`src/hw/rtl/tcbc_pkg.sv`:
```
// shared constants and types of the ternary coefficient byte codec
package tcbc_pkg;

  localparam int MAX_LENGTH = 2048;
  localparam int POS_W      = $clog2(MAX_LENGTH);
  localparam int LEN_W      = $clog2(MAX_LENGTH + 1);
  localparam int CFG_W      = 12;
  localparam int NUM_DIGITS = 5;
  localparam int DIG_W      = $clog2(NUM_DIGITS + 1);
  localparam int IDX_W      = $clog2(NUM_DIGITS);
  localparam int QDEPTH     = 2;
  localparam int QPTR_W     = $clog2(QDEPTH);
  localparam int QCNT_W     = $clog2(QDEPTH + 1);
  localparam logic [7:0] BYTE_MOD       = 8'd243;
  localparam logic [CFG_W-1:0] LEN_RESET = 12'd761;

  typedef enum logic {
    REG_MODE   = 1'b0,
    REG_LENGTH = 1'b1
  } tcbc_reg_e;

  typedef enum logic {
    MODE_ENCODE = 1'b0,
    MODE_DECODE = 1'b1
  } tcbc_mode_e;

  localparam logic [1:0] TRIT_ZERO = 2'b00;
  localparam logic [1:0] TRIT_POS  = 2'b01;
  localparam logic [1:0] TRIT_NEG  = 2'b11;

  typedef struct packed {
    tcbc_mode_e                       mode;
    logic [7:0]                       byte_val;
    logic [NUM_DIGITS-1:0][1:0]       trits;
    logic [DIG_W-1:0]                 count;
    logic                             at_end;
  } tcbc_entry_t;

  typedef struct packed {
    logic full;
    logic empty;
  } tcbc_qstat_t;

  function automatic logic [7:0] pow3(input logic [2:0] e);
    logic [7:0] r;
    case (e)
      3'd0:    r = 8'd1;
      3'd1:    r = 8'd3;
      3'd2:    r = 8'd9;
      3'd3:    r = 8'd27;
      3'd4:    r = 8'd81;
      default: r = 8'd243;
    endcase
    return r;
  endfunction

endpackage

```
`src/hw/rtl/tcbc_if.sv`:
```
// valid/ready channel interfaces for input and result words
interface tcbc_in_if;
  logic              valid;
  logic              ready;
  logic signed [1:0] trit_in;
  logic        [7:0] byte_in;
  modport source (output valid, trit_in, byte_in, input ready);
  modport sink   (input valid, trit_in, byte_in, output ready);
endinterface

interface tcbc_out_if;
  logic              valid;
  logic              ready;
  logic        [7:0] byte_out;
  logic signed [1:0] trit_out;
  logic              last_of_run;
  logic              end_of_poly;
  modport source (output valid, byte_out, trit_out, last_of_run, end_of_poly, input ready);
  modport sink   (input valid, byte_out, trit_out, last_of_run, end_of_poly, output ready);
endinterface

```
`src/hw/rtl/tcbc_front.sv`:
```
// front end: config registers, input accept, digit packing and byte splitting
module tcbc_front (
  input  logic                         clk_i,
  input  logic                         rst_ni,
  input  logic                         cfg_we_i,
  input  logic                         cfg_index_i,
  input  logic [tcbc_pkg::CFG_W-1:0]   cfg_data_i,
  input  logic                         in_valid_i,
  output logic                         in_ready_o,
  input  logic                 [1:0]   trit_in_i,
  input  logic                 [7:0]   byte_in_i,
  input  tcbc_pkg::tcbc_qstat_t        qstat_i,
  output logic                         push_o,
  output tcbc_pkg::tcbc_entry_t        entry_o
);
  import tcbc_pkg::*;

  tcbc_mode_e        mode_q;
  logic [CFG_W-1:0]  poly_length_q;
  logic [POS_W-1:0]  pos_q, pos_d;
  logic [7:0]        acc_q, acc_d;
  logic [DIG_W-1:0]  cnt_q, cnt_d;

  logic              accept;
  logic [LEN_W-1:0]  len_eff;
  logic [LEN_W-1:0]  pos_ext;
  logic [LEN_W:0]    pos_inc;
  logic [LEN_W-1:0]  rem;
  logic [DIG_W-1:0]  n_dec;
  logic [LEN_W:0]    pos_adv;
  logic              end_enc, end_dec;
  logic [1:0]        digit;
  logic [7:0]        acc_new;
  logic [DIG_W-1:0]  cnt_new;
  logic [15:0]       padded;
  logic [7:0]        b_red;
  logic [7:0]        r;
  logic [7:0]        p;
  logic [NUM_DIGITS-1:0][1:0] trits;

  assign in_ready_o = !qstat_i.full;
  assign accept     = in_valid_i && in_ready_o;

  always_comb begin
    if (poly_length_q == '0) begin
      len_eff = LEN_W'(1);
    end else if (32'(poly_length_q) > MAX_LENGTH) begin
      len_eff = LEN_W'(MAX_LENGTH);
    end else begin
      len_eff = LEN_W'(poly_length_q);
    end
  end

  assign pos_ext = LEN_W'(pos_q);
  assign pos_inc = {1'b0, pos_ext} + (LEN_W+1)'(1);
  assign end_enc = pos_inc >= {1'b0, len_eff};

  // encode path
  assign digit   = trit_in_i[1] ? 2'd2 : {1'b0, trit_in_i[0]};
  assign acc_new = 8'((acc_q << 1) + acc_q) + {6'b0, digit};
  assign cnt_new = cnt_q + DIG_W'(1);
  assign padded  = acc_new * pow3(3'(DIG_W'(NUM_DIGITS) - cnt_new));

  // decode path
  assign rem = len_eff - pos_ext;
  always_comb begin
    if (pos_ext < len_eff) begin
      n_dec = (rem < LEN_W'(NUM_DIGITS)) ? DIG_W'(rem) : DIG_W'(NUM_DIGITS);
    end else begin
      n_dec = DIG_W'(1);
    end
  end
  assign pos_adv = {1'b0, pos_ext} + (LEN_W+1)'(n_dec);
  assign end_dec = (pos_ext >= len_eff) || (pos_adv >= {1'b0, len_eff});

  always_comb begin
    b_red = (byte_in_i >= BYTE_MOD) ? byte_in_i - BYTE_MOD : byte_in_i;
    r     = b_red;
    p     = '0;
    trits = '0;
    for (int j = 0; j < NUM_DIGITS; j++) begin
      p = pow3(3'(NUM_DIGITS - 1 - j));
      if (r >= 8'(p << 1)) begin
        trits[j] = TRIT_NEG;
        r        = r - 8'(p << 1);
      end else if (r >= p) begin
        trits[j] = TRIT_POS;
        r        = r - p;
      end else begin
        trits[j] = TRIT_ZERO;
      end
    end
  end

  always_comb begin
    pos_d   = pos_q;
    acc_d   = acc_q;
    cnt_d   = cnt_q;
    push_o  = 1'b0;
    entry_o = '0;
    entry_o.mode = mode_q;
    if (mode_q == MODE_ENCODE) begin
      entry_o.byte_val = padded[7:0];
      entry_o.count    = DIG_W'(1);
      entry_o.at_end   = end_enc;
      if (accept) begin
        if (cnt_new >= DIG_W'(NUM_DIGITS) || end_enc) begin
          push_o = 1'b1;
          acc_d  = '0;
          cnt_d  = '0;
          pos_d  = end_enc ? '0 : POS_W'(pos_inc);
        end else begin
          acc_d  = acc_new;
          cnt_d  = cnt_new;
          pos_d  = POS_W'(pos_inc);
        end
      end
    end else begin
      entry_o.trits  = trits;
      entry_o.count  = n_dec;
      entry_o.at_end = end_dec;
      if (accept) begin
        push_o = 1'b1;
        pos_d  = end_dec ? '0 : POS_W'(pos_adv);
      end
    end
    if (cfg_we_i) begin
      pos_d = '0;
      acc_d = '0;
      cnt_d = '0;
    end
  end

  always_ff @(posedge clk_i or negedge rst_ni) begin
    if (!rst_ni) begin
      mode_q        <= MODE_ENCODE;
      poly_length_q <= LEN_RESET;
      pos_q         <= '0;
      acc_q         <= '0;
      cnt_q         <= '0;
    end else begin
      pos_q <= pos_d;
      acc_q <= acc_d;
      cnt_q <= cnt_d;
      if (cfg_we_i) begin
        unique case (tcbc_reg_e'(cfg_index_i))
          REG_MODE:   mode_q        <= tcbc_mode_e'(cfg_data_i[0]);
          REG_LENGTH: poly_length_q <= cfg_data_i;
          default:    ;
        endcase
      end
    end
  end

endmodule

```
`src/hw/rtl/tcbc_queue.sv`:
```
// short word queue between front end and back end
module tcbc_queue (
  input  logic                  clk_i,
  input  logic                  rst_ni,
  input  logic                  push_i,
  input  tcbc_pkg::tcbc_entry_t entry_i,
  input  logic                  pop_i,
  output tcbc_pkg::tcbc_entry_t head_o,
  output tcbc_pkg::tcbc_qstat_t qstat_o
);
  import tcbc_pkg::*;

  tcbc_entry_t       mem_q [QDEPTH];
  logic [QPTR_W-1:0] wr_q, rd_q;
  logic [QCNT_W-1:0] cnt_q;
  logic              do_push, do_pop;

  assign qstat_o.full  = cnt_q == QCNT_W'(QDEPTH);
  assign qstat_o.empty = cnt_q == '0;
  assign do_push       = push_i && !qstat_o.full;
  assign do_pop        = pop_i && !qstat_o.empty;
  assign head_o        = mem_q[rd_q];

  always_ff @(posedge clk_i) begin
    if (do_push) begin
      mem_q[wr_q] <= entry_i;
    end
  end

  always_ff @(posedge clk_i or negedge rst_ni) begin
    if (!rst_ni) begin
      wr_q  <= '0;
      rd_q  <= '0;
      cnt_q <= '0;
    end else begin
      if (do_push) begin
        wr_q <= (32'(wr_q) == QDEPTH - 1) ? '0 : wr_q + QPTR_W'(1);
      end
      if (do_pop) begin
        rd_q <= (32'(rd_q) == QDEPTH - 1) ? '0 : rd_q + QPTR_W'(1);
      end
      case ({do_push, do_pop})
        2'b10:   cnt_q <= cnt_q + QCNT_W'(1);
        2'b01:   cnt_q <= cnt_q - QCNT_W'(1);
        default: cnt_q <= cnt_q;
      endcase
    end
  end

endmodule

```
`src/hw/rtl/tcbc_back.sv`:
```
// back end: walks the queue head and emits one result word per cycle while a word is queued and the output is ready
module tcbc_back (
  input  logic                  clk_i,
  input  logic                  rst_ni,
  input  tcbc_pkg::tcbc_entry_t head_i,
  input  tcbc_pkg::tcbc_qstat_t qstat_i,
  output logic                  pop_o,
  output logic                  out_valid_o,
  input  logic                  out_ready_i,
  output logic            [7:0] byte_out_o,
  output logic            [1:0] trit_out_o,
  output logic                  last_of_run_o,
  output logic                  end_of_poly_o
);
  import tcbc_pkg::*;

  logic [IDX_W-1:0] k_q, k_d;
  logic             last;

  assign out_valid_o   = !qstat_i.empty;
  assign last          = DIG_W'(k_q) + DIG_W'(1) >= head_i.count;
  assign byte_out_o    = (head_i.mode == MODE_ENCODE) ? head_i.byte_val : 8'd0;
  assign trit_out_o    = (head_i.mode == MODE_ENCODE) ? TRIT_ZERO : head_i.trits[k_q];
  assign last_of_run_o = last;
  assign end_of_poly_o = last && head_i.at_end;

  always_comb begin
    k_d   = k_q;
    pop_o = 1'b0;
    if (out_valid_o && out_ready_i) begin
      if (last) begin
        pop_o = 1'b1;
        k_d   = '0;
      end else begin
        k_d   = k_q + IDX_W'(1);
      end
    end
  end

  always_ff @(posedge clk_i or negedge rst_ni) begin
    if (!rst_ni) begin
      k_q <= '0;
    end else begin
      k_q <= k_d;
    end
  end

endmodule

```
`src/hw/rtl/ternary_coefficient_byte_codec.sv`:
```
// top level of the ternary coefficient byte codec
//
//  channel  dir  handshake          payload
//  in_i     in   valid/ready        trit_in[1:0] signed, byte_in[7:0]
//  out_o    out  valid/ready        byte_out[7:0], trit_out[1:0] signed,
//                                   last_of_run, end_of_poly
//  cfg      in   cfg_we_i, no ready cfg_index_i, cfg_data_i[11:0]
//
// encode: one trit word per cycle while the queue has room, a byte every fifth trit or at the polynomial end
// decode: each byte word gives five trits (fewer at the end), which the back
//   end emits one trit per cycle from the queue head while the output is ready
// reset is asynchronous and clears all state but the queue storage at once, no clearing pass
// a two-entry queue lets input keep flowing while a result word stalls
module ternary_coefficient_byte_codec (
  input  logic                       clk_i,
  input  logic                       rst_ni,
  input  logic                       cfg_we_i,
  input  logic                       cfg_index_i,
  input  logic [tcbc_pkg::CFG_W-1:0] cfg_data_i,
  tcbc_in_if.sink                    in_i,
  tcbc_out_if.source                 out_o
);
  import tcbc_pkg::*;

  tcbc_entry_t push_entry, head;
  tcbc_qstat_t qstat;
  logic        push, pop;

  tcbc_front u_front (
    .clk_i       (clk_i),
    .rst_ni      (rst_ni),
    .cfg_we_i    (cfg_we_i),
    .cfg_index_i (cfg_index_i),
    .cfg_data_i  (cfg_data_i),
    .in_valid_i  (in_i.valid),
    .in_ready_o  (in_i.ready),
    .trit_in_i   (in_i.trit_in),
    .byte_in_i   (in_i.byte_in),
    .qstat_i     (qstat),
    .push_o      (push),
    .entry_o     (push_entry)
  );

  tcbc_queue u_queue (
    .clk_i   (clk_i),
    .rst_ni  (rst_ni),
    .push_i  (push),
    .entry_i (push_entry),
    .pop_i   (pop),
    .head_o  (head),
    .qstat_o (qstat)
  );

  tcbc_back u_back (
    .clk_i         (clk_i),
    .rst_ni        (rst_ni),
    .head_i        (head),
    .qstat_i       (qstat),
    .pop_o         (pop),
    .out_valid_o   (out_o.valid),
    .out_ready_i   (out_o.ready),
    .byte_out_o    (out_o.byte_out),
    .trit_out_o    (out_o.trit_out),
    .last_of_run_o (out_o.last_of_run),
    .end_of_poly_o (out_o.end_of_poly)
  );

endmodule

```
`src/flat_wrapper.sv`:
```
// flat-port wrapper written by rule: the top's interface ports become plain ports
module ternary_coefficient_byte_codec_flat import tcbc_pkg::*;
  (clk_i, rst_ni, cfg_we_i, cfg_index_i, cfg_data_i, in_i_valid, in_i_trit_in, in_i_byte_in, in_i_ready, out_o_valid, out_o_byte_out, out_o_trit_out, out_o_last_of_run, out_o_end_of_poly, out_o_ready);
  tcbc_in_if in_i_i ();
  tcbc_out_if out_o_i ();
  input  logic clk_i;
  input  logic rst_ni;
  input  logic cfg_we_i;
  input  logic cfg_index_i;
  input  logic [tcbc_pkg::CFG_W-1:0] cfg_data_i;
  input wire logic [$bits(in_i_i.valid)-1:0] in_i_valid;
  input wire logic [$bits(in_i_i.trit_in)-1:0] in_i_trit_in;
  input wire logic [$bits(in_i_i.byte_in)-1:0] in_i_byte_in;
  output wire logic [$bits(in_i_i.ready)-1:0] in_i_ready;
  output wire logic [$bits(out_o_i.valid)-1:0] out_o_valid;
  output wire logic [$bits(out_o_i.byte_out)-1:0] out_o_byte_out;
  output wire logic [$bits(out_o_i.trit_out)-1:0] out_o_trit_out;
  output wire logic [$bits(out_o_i.last_of_run)-1:0] out_o_last_of_run;
  output wire logic [$bits(out_o_i.end_of_poly)-1:0] out_o_end_of_poly;
  input wire logic [$bits(out_o_i.ready)-1:0] out_o_ready;
  assign in_i_i.valid = in_i_valid;
  assign in_i_i.trit_in = in_i_trit_in;
  assign in_i_i.byte_in = in_i_byte_in;
  assign in_i_ready = in_i_i.ready;
  assign out_o_valid = out_o_i.valid;
  assign out_o_byte_out = out_o_i.byte_out;
  assign out_o_trit_out = out_o_i.trit_out;
  assign out_o_last_of_run = out_o_i.last_of_run;
  assign out_o_end_of_poly = out_o_i.end_of_poly;
  assign out_o_i.ready = out_o_ready;
  ternary_coefficient_byte_codec u_core (.clk_i(clk_i), .rst_ni(rst_ni), .cfg_we_i(cfg_we_i), .cfg_index_i(cfg_index_i), .cfg_data_i(cfg_data_i), .in_i(in_i_i), .out_o(out_o_i));
endmodule
```
`config.mk`:
```
export PLATFORM = sky130hd
export DESIGN_NAME = ternary_coefficient_byte_codec_flat
export DESIGN_NICKNAME = d
export VERILOG_FILES = /design/src/hw/rtl/tcbc_pkg.sv /design/src/hw/rtl/tcbc_if.sv /design/src/hw/rtl/tcbc_front.sv /design/src/hw/rtl/tcbc_queue.sv /design/src/hw/rtl/tcbc_back.sv /design/src/hw/rtl/ternary_coefficient_byte_codec.sv /design/src/flat_wrapper.sv
export SDC_FILE = /design/constraint.sdc
export NUM_CORES = 1
export LEC_CHECK = 0
export BUFFER_PORTS_ARGS = -buffer_cell sky130_fd_sc_hd__clkbuf_2
export CAP_MARGIN = 20
export CORE_ASPECT_RATIO = 1.1
export CORE_MARGIN = 1.5
export CORE_UTILIZATION = 63
export DETAILED_ROUTE_END_ITERATION = 10
export PLACE_DENSITY = 0.81
export SYNTH_ARGS = -nofsm -noshare
export SYNTH_HDL_FRONTEND = slang
export SYNTH_SLANG_ARGS = --single-unit
export TNS_END_PERCENT = 50
```
`constraint.sdc`:
```
create_clock -name clk_i -period 9.3 [get_ports clk_i]
set_input_delay 0.465 -clock clk_i [delete_from_list [all_inputs] [get_ports clk_i]]
set_output_delay 0.465 -clock clk_i [all_outputs]
set_load 0.005 [all_outputs]
```
==> flow_summary.yaml <==
outcome:
  outcome: "finished clean"
routing:
  ant_nets: 0
  route.detailed.drc: 0
  first_pass_iters: 4
  routed_via_density: 6.133
  num_vias: 6740
  wl_mm: 18.23
  drt_iter0_markers: 392
  wire_per_inst_um: 16.59
cts:
  insertion_delay_ps: 340
  cts-buffers-inserted: 9
  cts_tree: "built"
  htreeDepth: 3
  clkTransAtPathRegs_ps: 70
  cts_buffer_depth: 2
  hold_buffers: 0
  cts.sinks: 88
  post_cts_buffers: 0
  cts-root-buf: "clkbuf_16"
  cts_resized: 0
synth:
  synth_nets: 1035
  async_flop_share_pct: 47.73
  synth_warnings: 0
  synth_edf_count: 46
  synthFlopType: "edfxtp_1"
  syn_inst: 905
  ys_seq_elements: 88
  mappedNetlistArea_mm2: 0.008458
  ys_types: 94
  synth_area_per_cell_um2: 9.346
  synth-seq-area-share_pct: 28.86
grt:
  grt_max_degree: 43
  grt_use_total_pct: 26.48
  grt_pass1_wl_mm: 30.53
  grt_pass1_vias: 6472
  antenna_found_initial: 0
  overflow: 0
setup_path:
  start_kind: "flip-flop"
  cp-end-kind: "flip-flop"
  crit_cells: 39
  critPathTopFamily: "simple AND/OR/NAND/NOR gates"
  crit_slowest_cell: "nor3_1"
  crit_fanout: 8
  crit_type: "reg2reg"
  cp_num_buf_inv: 4
  ff2ff_path_depth: 39
  critPathMaxStageDelay_ps: 500
  critPathRequiredTime_ps: 9580
  critPathArrivalTime_ps: 7870
  cp_common_cell: "a21o_1"
timing:
  worst_pin_slew_ps: 1056
  finalMaxSlewViolations: 0
  rsz0062_at_grt: "false"
  max-slew-margin-rel_pct: 29.61
  finalSetupTns_ps: 0
  fin_skew_ps: 10.98
  timing.final.crit_share_pct: 81.64
  hold_viol_final: 0
  max_freq_ghz: 0.1317
  setup_viol: 0
  finalCriticalPeriod_ps: 7592
worst_hold_path:
  hold_path_class: "in2async"
floorplanning:
  initial_utilization_pct: 64.28
  fp.coreArea_mm2: 0.01316
  fp-row-count: 44
  fp.dieH_um: 124.5
  die_w_um: 113.5
  die-area_mm2: 0.01413
  ios: 42
job:
  max_cap_violations: 0
power:
  power_density_mw_per_mm2: 209.6
  p_total_mw: 1.898
  p_leak_nw: 4.025
  vdd_drop_max_mv: 0.09961
final_layout:
  area_growth_pct: 7.071
  antenna_cells: 0
  drive_gt1_share_pct: 15.67
  final_nets: 1063
  num-fill-cells: 1032
placement:
  dp_hpwl_mm: 13.96
  port_buffers: 41
  gp_congestion: 0.9254
## layout by cell type (no fill, tap or decap), drive strengths merged, types with 13 or more instances in the layout
cell     n
inv     76
nor3    15
xnor2   51
clkbuf  53
a22o    21
nand3   14
nor2b   16
nand2b  19
mux2    20
and2    26
nand2   79
a21o    25
nor2    68
xor2    13
a21oi   38
ha      91
mux2i   22
dfrtp   35
edfxtp  46
o21ai   36
## synth_stat cells (all sizes together) (14+ instances only)
cell type | count | area, um2
nor3 | 15 | 80.08
inv | 75 | 281.5
a21oi | 38 | 197.7
clkbuf | 17 | 63.81
a21o | 25 | 187.7
dfrtp | 35 | 875.8
xnor2 | 51 | 461.7
nor2b | 16 | 100.1
a22o | 21 | 183.9
and2 | 26 | 162.7
nand2b | 19 | 118.9
nor2 | 68 | 270.3
o21ai | 36 | 183.9
edfxtp | 46 | 1381
mux2i | 22 | 235.2
nand3 | 14 | 70.07
nand2 | 79 | 296.5
ha | 91 | 1139
mux2 | 20 | 225.2
## state kept, by name, indices dropped and copies added, names as in the netlist
register and count:
u_core.u_front.mode_q 1, u_core.u_front.acc_q 8, u_core.u_queue.rd_q 1, u_core.u_back.k_q 3, u_core.u_queue.mem_q 46, u_core.u_front.pos_q 11
u_core.u_queue.wr_q 1, u_core.u_front.cnt_q 3, u_core.u_queue.cnt_q 2, u_core.u_front.poly_length_q 12
## worst reg2reg max path, delay by kind of cell, from the launching register on
kind | cells | cell delay, ps
compound gates | 16 | 2420
xor+xnor | 1 | 150
flops | 1 | 390
simple gates | 13 | 2610
buf+inv | 4 | 490
fa+ha+maj | 5 | 1460
## metal layers
metal | GRT usage, % | routed length, um | share of wire (%)
met1 | 36.26 | 8292 | 45
met2 | 44.01 | 8770 | 48
met5 | 0 | 0 | 0
met3 | 3.358 | 804 | 4.4
met4 | 7.721 | 360 | 2.0
## cells by family (layout without fill, tap and decap cells)
logic type	Yosys count	count (layout)	share of synthesized area (%)
compound gates	213	213	19.25
xor+xnor	64	64	6.894
fa+ha+maj	102	102	16.07
buf+inv	107	140	5.414
flops	88	88	28.86
mux	46	46	6.509
simple gates	285	285	17.01
## report_power, final
group | total (mW) | switching, mW | internal (mW)
Sequential | 0.534 | 0.0470 | 0.487
Clock | 0.343 | 0.147 | 0.196
Combinational | 1.02 | 0.591 | 0.430
Total | 1.90 | 0.785 | 1.11
## worst paths after layout
check | from | end | slack [ps]
max in group asynchronous | rst_ni | u_core.u_front.poly_length_q[9]$_DFFE_PN1P_ | 8670
worst max-delay path | u_core.u_front.poly_length_q[10]$_DFFE_PN0P_ | u_core.u_front.pos_q[1]$_DFFE_PN0P_ | 1710
min in group clk_i | cfg_data_i[10] | u_core.u_front.poly_length_q[10]$_DFFE_PN0P_ | 350
worst min register to register | u_core.u_queue.cnt_q[1]$_DFFE_PN0P_ | u_core.u_queue.cnt_q[1]$_DFFE_PN0P_ | 480
worst min-delay path | rst_ni | u_core.u_front.pos_q[0]$_DFFE_PN0P_ | 60
worst max register to register | u_core.u_front.poly_length_q[10]$_DFFE_PN0P_ | u_core.u_front.pos_q[1]$_DFFE_PN0P_ | 1710
## final cells by class
| class | instances | area (um2) | share of cell area, % |
|---|---|---|---|
| clock inverters | 4 | 27.53 | 0.3040 |
| inverters | 77 | 295.3 | 3.261 |
| flip-flops and latches | 88 | 2441 | 26.95 |
| clock buffers | 12 | 256.5 | 2.832 |
| multi-input cells | 710 | 5564 | 61.44 |
| repair buffers | 47 | 270.3 | 2.984 |
| well taps | 161 | 201.4 | 2.224 |
## through the flow
step,cells,util (%),setup WS [ps],hold slack [ps],instance area [um2]
floorplan,905,-,2763,169.4,8458
global placement,1081,66.40,1738,479.4,8737
detailed placement,1082,66.52,1505,478.9,8752
CTS,1098,68.68,1824,339.2,9036
global route,1099,68.83,1024,77.56,9056
finish,1099,68.83,1708,59.46,9056
No activity file was read; power rests on OpenSTA's default activity.
